## src/rtl/bclk_pkg.sv

```systemverilog
package bclk_pkg;

    localparam int unsigned MAX_PINS   = 8;
    localparam int unsigned TIME_W     = 32;
    localparam int unsigned INTERVAL_W = 16;
    localparam int unsigned CFG_IDX_W  = 3;
    localparam int unsigned CFG_DATA_W = 16;
    localparam int unsigned IN_DATA_W  = 40;
    localparam int unsigned OUT_DATA_W = 32;

    localparam logic [CFG_IDX_W-1:0] REG_PIN_ENABLE   = 3'd0;
    localparam logic [CFG_IDX_W-1:0] REG_CLICK_ENABLE = 3'd1;
    localparam logic [CFG_IDX_W-1:0] REG_LONG_ENABLE  = 3'd2;
    localparam logic [CFG_IDX_W-1:0] REG_MIN_INTERVAL = 3'd3;
    localparam logic [CFG_IDX_W-1:0] REG_LONG_TIME    = 3'd4;

    localparam logic [INTERVAL_W-1:0] MIN_INTERVAL_RESET = 16'd50;
    localparam logic [INTERVAL_W-1:0] LONG_TIME_RESET    = 16'd1000;

    typedef struct packed {
        logic [MAX_PINS-1:0] pressed_mask;
        logic [MAX_PINS-1:0] long_click_mask;
        logic [MAX_PINS-1:0] click_mask;
        logic                sample_taken;
    } t_result;

endpackage

```

## src/rtl/button_click_long_click_detector.sv

```systemverilog
// an input transaction is captured in the input register, and its result is then registered
// in the output register, from which the output transaction is offered
// throughput: one sample per cycle unless the output stalls; the per-sample state update is combinational
// the output register lets a new sample be taken while a result waits
// reset (synchronous, active low): masks cleared, interval 50 ms, long click 1000 ms,
// all pins released, last sample time and press times zero
module button_click_long_click_detector #(
    parameter int unsigned NUM_PINS = 8
) (
    input  logic                               i_clk,
    input  logic                               i_rst_n,
    input  logic                               i_s_tvalid,
    output logic                               o_s_tready,
    // now_ms [31:0], port_sample [39:32]
    input  logic [bclk_pkg::IN_DATA_W-1:0]     i_s_tdata,
    output logic                               o_m_tvalid,
    input  logic                               i_m_tready,
    // sample_taken [0], click_mask [8:1], long_click_mask [16:9], pressed_mask [24:17], zeros above
    output logic [bclk_pkg::OUT_DATA_W-1:0]    o_m_tdata,
    input  logic                               i_cfg_we,
    input  logic [bclk_pkg::CFG_IDX_W-1:0]     i_cfg_idx,
    input  logic [bclk_pkg::CFG_DATA_W-1:0]    i_cfg_data
);

    localparam int unsigned LANES = (NUM_PINS < bclk_pkg::MAX_PINS) ? NUM_PINS
                                                                    : bclk_pkg::MAX_PINS;
    localparam int unsigned PAD_W = bclk_pkg::OUT_DATA_W - $bits(bclk_pkg::t_result);

    // configuration
    logic [bclk_pkg::MAX_PINS-1:0]   r_pin_en;
    logic [bclk_pkg::MAX_PINS-1:0]   r_click_en;
    logic [bclk_pkg::MAX_PINS-1:0]   r_long_en;
    logic [bclk_pkg::INTERVAL_W-1:0] r_min_interval;
    logic [bclk_pkg::INTERVAL_W-1:0] r_long_time;

    // input register
    logic                          r_in_valid;
    logic [bclk_pkg::TIME_W-1:0]   r_in_now;
    logic [bclk_pkg::MAX_PINS-1:0] r_in_port;

    // state
    logic [bclk_pkg::TIME_W-1:0] r_last_time;
    logic [LANES-1:0]            r_held;
    logic [bclk_pkg::TIME_W-1:0] r_press_time [LANES];

    logic [bclk_pkg::TIME_W-1:0] n_last_time;
    logic [LANES-1:0]            n_held;
    logic [bclk_pkg::TIME_W-1:0] n_press_time [LANES];

    // output register
    logic              r_out_valid;
    bclk_pkg::t_result r_out;
    bclk_pkg::t_result n_out;

    logic                        advance;
    logic                        taken;
    logic [bclk_pkg::TIME_W-1:0] elapsed;
    logic [bclk_pkg::TIME_W-1:0] held_time [LANES];

    assign advance    = r_in_valid && (!r_out_valid || i_m_tready);
    assign o_s_tready = !r_in_valid || advance;
    assign o_m_tvalid = r_out_valid;
    assign o_m_tdata  = {{PAD_W{1'b0}}, r_out};

    assign elapsed = r_in_now - r_last_time;
    assign taken   = elapsed > {{(bclk_pkg::TIME_W - bclk_pkg::INTERVAL_W){1'b0}},
                                r_min_interval};

    always_comb begin
        n_last_time = r_last_time;
        n_held      = r_held;
        n_out       = '0;
        if (taken) begin
            n_last_time        = r_in_now;
            n_out.sample_taken = 1'b1;
        end
        for (int i = 0; i < LANES; i++) begin
            n_press_time[i] = r_press_time[i];
            held_time[i]    = r_in_now - r_press_time[i];
            if (taken && r_pin_en[i]) begin
                if (r_in_port[i]) begin
                    if (r_held[i]) begin
                        n_held[i] = 1'b0;
                        if (held_time[i] >= {{(bclk_pkg::TIME_W - bclk_pkg::INTERVAL_W){1'b0}},
                                             r_long_time}) begin
                            n_out.long_click_mask[i] = r_long_en[i];
                        end else begin
                            n_out.click_mask[i] = r_click_en[i];
                        end
                    end
                end else if (!r_held[i]) begin
                    n_held[i]       = 1'b1;
                    n_press_time[i] = r_in_now;
                end
            end
        end
        n_out.pressed_mask[LANES-1:0] = n_held;
    end

    always_ff @(posedge i_clk) begin
        if (!i_rst_n) begin
            r_pin_en       <= '0;
            r_click_en     <= '0;
            r_long_en      <= '0;
            r_min_interval <= bclk_pkg::MIN_INTERVAL_RESET;
            r_long_time    <= bclk_pkg::LONG_TIME_RESET;
        end else if (i_cfg_we) begin
            case (i_cfg_idx)
                bclk_pkg::REG_PIN_ENABLE:   r_pin_en       <= i_cfg_data[bclk_pkg::MAX_PINS-1:0];
                bclk_pkg::REG_CLICK_ENABLE: r_click_en     <= i_cfg_data[bclk_pkg::MAX_PINS-1:0];
                bclk_pkg::REG_LONG_ENABLE:  r_long_en      <= i_cfg_data[bclk_pkg::MAX_PINS-1:0];
                bclk_pkg::REG_MIN_INTERVAL: r_min_interval <= i_cfg_data;
                bclk_pkg::REG_LONG_TIME:    r_long_time    <= i_cfg_data;
                default: ;
            endcase
        end
    end

    always_ff @(posedge i_clk) begin
        if (!i_rst_n) begin
            r_in_valid  <= 1'b0;
            r_out_valid <= 1'b0;
            r_last_time <= '0;
            r_held      <= '0;
            for (int i = 0; i < LANES; i++) begin
                r_press_time[i] <= '0;
            end
        end else begin
            if (o_s_tready) begin
                r_in_valid <= i_s_tvalid;
            end
            if (advance) begin
                r_out_valid <= 1'b1;
                r_last_time <= n_last_time;
                r_held      <= n_held;
                for (int i = 0; i < LANES; i++) begin
                    r_press_time[i] <= n_press_time[i];
                end
            end else if (i_m_tready) begin
                r_out_valid <= 1'b0;
            end
        end
    end

    // payload registers
    always_ff @(posedge i_clk) begin
        if (o_s_tready && i_s_tvalid) begin
            r_in_now  <= i_s_tdata[bclk_pkg::TIME_W-1:0];
            r_in_port <= i_s_tdata[bclk_pkg::TIME_W +: bclk_pkg::MAX_PINS];
        end
        if (advance) begin
            r_out <= n_out;
        end
    end

    // a rejected sample reports no event
    a_no_event_unless_taken: assert property (@(posedge i_clk) disable iff (!i_rst_n)
        r_out_valid && !r_out.sample_taken |->
            r_out.click_mask == '0 && r_out.long_click_mask == '0)
        else $error("event reported on a rejected sample");

    // one release is either short or long
    a_click_kinds_disjoint: assert property (@(posedge i_clk) disable iff (!i_rst_n)
        r_out_valid |-> (r_out.click_mask & r_out.long_click_mask) == '0)
        else $error("pin reported as both click and long click");

    // a reported pin has been released
    a_event_pin_released: assert property (@(posedge i_clk) disable iff (!i_rst_n)
        r_out_valid |->
            ((r_out.click_mask | r_out.long_click_mask) & r_out.pressed_mask) == '0)
        else $error("event on a pin that is still held");

    // events only where enabled
    a_event_enabled: assert property (@(posedge i_clk) disable iff (!i_rst_n)
        r_out_valid |-> (r_out.click_mask & ~(r_click_en & r_pin_en)) == '0 &&
                        (r_out.long_click_mask & ~(r_long_en & r_pin_en)) == '0)
        else $error("event on a disabled pin");

    // a rejected sample leaves the state alone
    a_reject_keeps_state: assert property (@(posedge i_clk) disable iff (!i_rst_n)
        advance && !taken |=> $stable(r_last_time) && $stable(r_held))
        else $error("state changed on a rejected sample");

endmodule
```

## config.mk

```make
export PLATFORM = sky130hd
export DESIGN_NAME = button_click_long_click_detector
export DESIGN_NICKNAME = d
export VERILOG_FILES = /design/src/rtl/bclk_pkg.sv /design/src/rtl/button_click_long_click_detector.sv
export SDC_FILE = /design/constraint.sdc
export NUM_CORES = 1
export LEC_CHECK = 0
export ABC_AREA = 0
export BUFFER_PORTS_ARGS = -buffer_cell sky130_fd_sc_hd__buf_2
export CAP_MARGIN = 0
export CORE_MARGIN = 3
export CORE_UTILIZATION = 40
export CTS_BUF_LIST = sky130_fd_sc_hd__clkbuf_8
export DETAILED_ROUTE_END_ITERATION = 16
export PLACE_DENSITY_LB_ADDON = 0.1
export SETUP_SLACK_MARGIN = 0.1
export SYNTH_ARGS = -nofsm -noshare
export SYNTH_HDL_FRONTEND = slang
export SYNTH_SLANG_ARGS = --single-unit
```

## constraint.sdc

```tcl
create_clock -name i_clk -period 7.7 [get_ports i_clk]
set_clock_uncertainty 0.15 [all_clocks]
set_input_delay 1.155 -clock i_clk [delete_from_list [all_inputs] [get_ports i_clk]]
set_output_delay 1.155 -clock i_clk [all_outputs]
set_load 0.01 [all_outputs]
```

After elaboration in Yosys (flattened, before gate mapping)
Memory sizes are Yosys's and may differ from the RTL's.
Index checks and enable logic that the tools add are counted.
{"block": "op_classes", "n_mux": 55, "magnitude_cmp": 9, "n_bitwise": 32, "n_addsub": 9, "n_eq_ne": 4, "reduce_logical": 38}
{"operator": "$mux 32", "count": 32}
{"operator": "$sub 32x32->32", "count": 9}
{"operator": "$ge 32x16->1", "count": 8}
{"operator": "$gt 32x16->1", "count": 1}
{"operator": "$reduce_and 4->1", "count": 8}
{"operator": "$reduce_or 4->1", "count": 8}
{"operator": "$not 1->1", "count": 24}
{"operator": "$mux 1", "count": 23}
{"operator": "$reduce_and 2->1", "count": 6}
{"operator": "$logic_and 1x1->1", "count": 10}
{"operator": "$or 1x1->1", "count": 8}
{"operator": "$eq 3x2->1 const B", "count": 2}
{"operator": "$eq 3x1->1 const B", "count": 1}
{"operator": "$eq 3x3->1 const B", "count": 1}
{"operator": "$logic_not 3->1", "count": 1}
{"operator": "$logic_not 1->1", "count": 2}
{"operator": "$logic_or 1x1->1", "count": 2}
{"operator": "$reduce_bool 2->1", "count": 1}
{"block": "word_totals", "ff_bits": 163, "elab_cells": 177, "mem_count": 1, "mem_bits_rw": 256, "output_inout_bits": 34, "inputBits": 64}
{"memory": "r_press_time", "words": 8, "width": 32, "read_ports": 8, "rd_ports_with_merged_regs": 0, "wr": 8, "line": "button_click_long_click_detector.sv:44", "source": "logic [bclk_pkg::TIME_W-1:0] r_press_time [LANES];"}

Depth between registers and ports, before layout
{"block": "depth", "word_depth": 7, "ltp_mapped": 24, "mapped_depth_nobuf": 24}

Worst setup path before layout
Ideal clock, no wire load.
{"block": "synth_path", "path_kind": "flip-flop to flip-flop", "startpoint": "register r_in_now[1] (netlist name)", "endpoint": "memory r_press_time[0][0] (netlist name), enable pin", "stages_incl_launch_ff": 21, "t_required_ps": 7230, "n_path_buf": 1, "arrival_time_ps": 5004, "synth_period_minus_slack_ps": 5474, "path_slack_ps": 2226, "setup_ps": 320, "path_cell_list": "edfxtp_1 > inv_1 > fa_1 > nand2b_1 > a21oi_2 > nor2_1 > o21ai_0 > a31oi_1 > xnor2_1 > ha_1 > nand4_1 > or3_1 > or2_1 > o311a_1 > nor3_1 > nand3b_1 > nor4b_1 > nand4_2 > and2_1 > buf_2 > a31o_2"}
{"element": "end: declaration", "line": "button_click_long_click_detector.sv:44"}

==> summary.md <==
| Metric | Value |
|---|---|
| H-Tree Level Count | 3 |
| Maximum number of pins on one net before global-route repair | 131 |
| Unrepaired setup endpoints after global routing | false |
| TritonCTS clock tree | built |
| Number of buffers inserted during clock tree synthesis | 77 |
| Row count | 107 |
| Remaining number of nets flagged by the antenna check after routing | 0 |
| Routability-driven placement congestion ratio | 0.942 |
| Most frequent cells in the layout | ha_1 (423), inv_1 (407), edfxtp_1 (321) |
| Power share of the sequential group | 37.3% |
| Clock Latency Late Sink | 0.70 ns |
| Pwr/cell area | 183 nW/µm² |
| Number of enable flip-flop cells after synthesis | 321 |
| Element type at the critical path end | flop |
| Cell with the largest stage delay on the worst path | a31o_2 |
| DPL Wire Length | 90700 µm |
| Top area cells in the synthesized netlist | edfxtp_1 (28%), ha_1 (15%), dfxtp_1 (5.6%) |
| I/O pin cnt | 98 |
| Hold WC Path Type | flop to flop |
| Wire length of the first global-routing pass | 184000 µm |
| Number of hold-repair buffers added at the cts stage | 0 |
| Postcts setup bufs | 0 |
| CP Launch Type | flop |
| Maximum root-to-sink buffer count | 3 |
| Total Die Area | 90700 µm² |
| Placed Area | 36500 µm² |
| Count of instances resized after the clock tree is built | 0 |
| Post-layout nets | 4482 |
| Cells along the critical path | inv_1, ha_1, fa_1, nand2b_1, a21oi_2, nor2_1, o21ai_0, a31oi_1, xnor2_1, ha_1, nand4_1, or3_1, or2_1, o311a_1, nor3_1, nand3b_1, nor4b_1, nand4_4, buf_4, and2_2, a31o_2 |
| Post-synthesis cell type with the largest combined area | edfxtp_1 |
| Core box area | 85800 µm² |
| Most common cell on crit path | ha_1 |
| Type of the worst setup path | flop to flop |
| CP Data Required Time | 7.86 ns |
| WL final | 124000 µm |
| Internal Power | 4490 µW |
| Count of pins over their slew limit | 0 |
| Final min period | 6.59 ns |
| Post-DR vias/cell | 5.87 |
| Library cells used by synthesis | 105 |
| Number of DRC markers after the initial detailed-route iteration | 2743 |
| Via count of the routed design | 30.5k |
| Most common cell after layout, fill and taps aside | ha_1 |
| Fmax | 152 MHz |
| Count of port buffers added during placement | 90 |
| Total Routing Usage GR | 27.0% |
| DRT Pass-1 Iters | 6 |
| Horizontal die dimension | 301 µm |
| Remaining routing DRC violations | 0 |
| # Max-Cap Violations | 0 |
| Number of antenna violations at the first check in global routing | 12 |
| Share of final-layout standard cells stronger than drive strength 1 | 8.10% |
| CP Buf/Inv Count | 2 |
| Overflow left after global routing | 0 |
| Y dimension of the die | 301 µm |
| Cell family with most CP delay | simple AND/OR/NAND/NOR gates |
| Final core utilization | 44.3% |
| Yosys reg bits | 419 |
| Post-Syn Area | 34900 µm² |
| Total placed cells including tap cells | 5051 |
| Final instance count without filler cells | 5196 |
| Finished layout cell area | 38100 µm² |
| Data arrival time at the worst-slack endpoint | 6.75 ns |
| Filler cells | 8485 |
| Clock tree root buffer cell | clkbuf_8 |
| Proportion of netlist area held by the largest area contributor | 27.7% |
| Number of hold violations in the final report | 0 |
| Sequential-to-total area share from yosys stat | 33.3% |
| Effective utilization at floorplan | 40.6% |
| Worst vdd ir | 0.143 mV |
| Clock-pin transition on the worst setup and hold timing paths | 0.06 ns |
| Pin slew with the least headroom to its limit | 1.21 ns |
| Outcome | completed |
| Proportion of power drawn by the clock network | 31.0% |
| Total of warnings raised by yosys | 0 |
| Worst Path Max Fanout | 32 |
| Ys flop type | edfxtp_1 |
| Mean Syn Cell Area | 8.95 µm² |
| Hold_ws | 0.304 ns |
| Setup violators final | 0 |
| Headroom to the max-slew limit | 19.6% |
| Mapped Cells | 3893 |
| Switching power as a share of total power | 35.6% |
| Crit path largest cell delay | 0.65 ns |
| Sw Pwr | 2480 µW |
| Final worst-path cycle share | 85.6% |
| Share of flip-flops with an asynchronous set or reset after synthesis | 0% |
| CTS sink count | 419 |
| Area growth, synth to finish | 9.20% |
| Setup TNS Final | 0 ns |
| Routed len/inst | 23.9 µm |
| Cell leakage power | 0.0159 µW |
| Number of global-route vias before repair | 28.9k |
| Gate power share | 31.6% |
==> power by group through the flow <==
stage | clock, µW | sequential (µW) | combinational (µW)
finish | 2160 | 2600 | 2210
global route | 2310 | 2610 | 2450
CTS | 2210 | 2600 | 2180
detailed placement | 0 | 2650 | 2160
global placement | 0 | 2650 | 2170
floorplan | 0 | 2640 | 1570
==> layer usage <==
metal	part of all wire (%)	vias up	GRT usage (%)	wire length, µm
li1	-	14684	-	-
met1	44	14556	37.0	55200
met3	6.9	198	4.38	8530
met4	4.0	8	10.7	4960
met5	0.044	-	0	55
met2	45	1052	42.3	55300
==> worst register-to-register path, stage by stage (launching register included) <==
cell,delay [ns]
edfxtp_1,0.35
inv_1,0.24
ha_1,0.31
fa_1,0.41
nand2b_1,0.20
a21oi_2,0.23
nor2_1,0.12
o21ai_0,0.29
a31oi_1,0.15
xnor2_1,0.16
ha_1,0.29
nand4_1,0.11
or3_1,0.40
or2_1,0.24
o311a_1,0.16
nor3_1,0.23
nand3b_1,0.11
nor4b_1,0.44
nand4_4,0.13
buf_4,0.28
and2_2,0.53
a31o_2,0.66
==> sequential cells by signal, summed over array words and instances, names as in the netlist, 8 cells and up <==
name,count
r_last_time,32
r_pin_en,8
r_long_time,16
r_press_time,256
r_in_now,32
r_click_en,8
r_held,8
r_long_en,8
r_min_interval,16
r_in_port,8
o_m_tdata,25
==> worst paths after layout <==
path / from / end / slack [ns] / cells past startpoint
setup reg to reg: r_in_now[0] / r_press_time[1][63] / 1.11 / 21
hold reg to reg: r_long_time[1] / r_long_time[1] / 0.30 / 2
setup / recovery: r_in_now[0] / r_press_time[1][63] / 1.11 / 21
hold / removal: r_long_time[1] / r_long_time[1] / 0.30 / 2
==> Yosys cell counts (84+ instances only) <==
cell type,instances
a21o_1,130
a21oi_1,319
and3_1,102
clkbuf_1,84
dfxtp_1,98
edfxtp_1,321
ha_1,423
inv_1,377
nand2_1,287
nand3_1,114
nor2_1,233
o21ai_0,169
xnor2_1,101
==> logic make-up after synthesis <==
logic type	after synthesis	synth area share, %
buffers and inverters	507	5.78
AO/OA/AOI/OAI	1159	22.7
multiplexers	43	1.27
adder cells (fa/ha/maj)	432	15.7
AND/OR/NAND/NOR	1161	17.0
flip-flops	419	33.3
other	1	0.0108
XOR/XNOR	171	4.30
==> final cells by class <==
class / count / area (µm²) / area share (%)
Clock inverter: 56 / 319 / 0.838
Inverter: 378 / 1420 / 3.73
Clock buffer: 86 / 1180 / 3.11
Multi-Input combinational cell: 2973 / 21300 / 55.9
Tap cell: 1144 / 1430 / 3.76
Timing Repair Buffer: 137 / 818 / 2.15
Antenna cell: 3 / 7.51 / 0.0197
Sequential cell: 419 / 11600 / 30.5
==> through the flow <==
step	setup WS, ns	total power, µW
3_5_place_dp	1.22	4810
2_1_floorplan	2.23	4210
6_report	1.11	6970
5_1_grt	0.778	7370
3_3_place_gp	1.28	4820
4_1_cts	1.14	6990
Note: power is estimated with default switching activity, not from simulation.
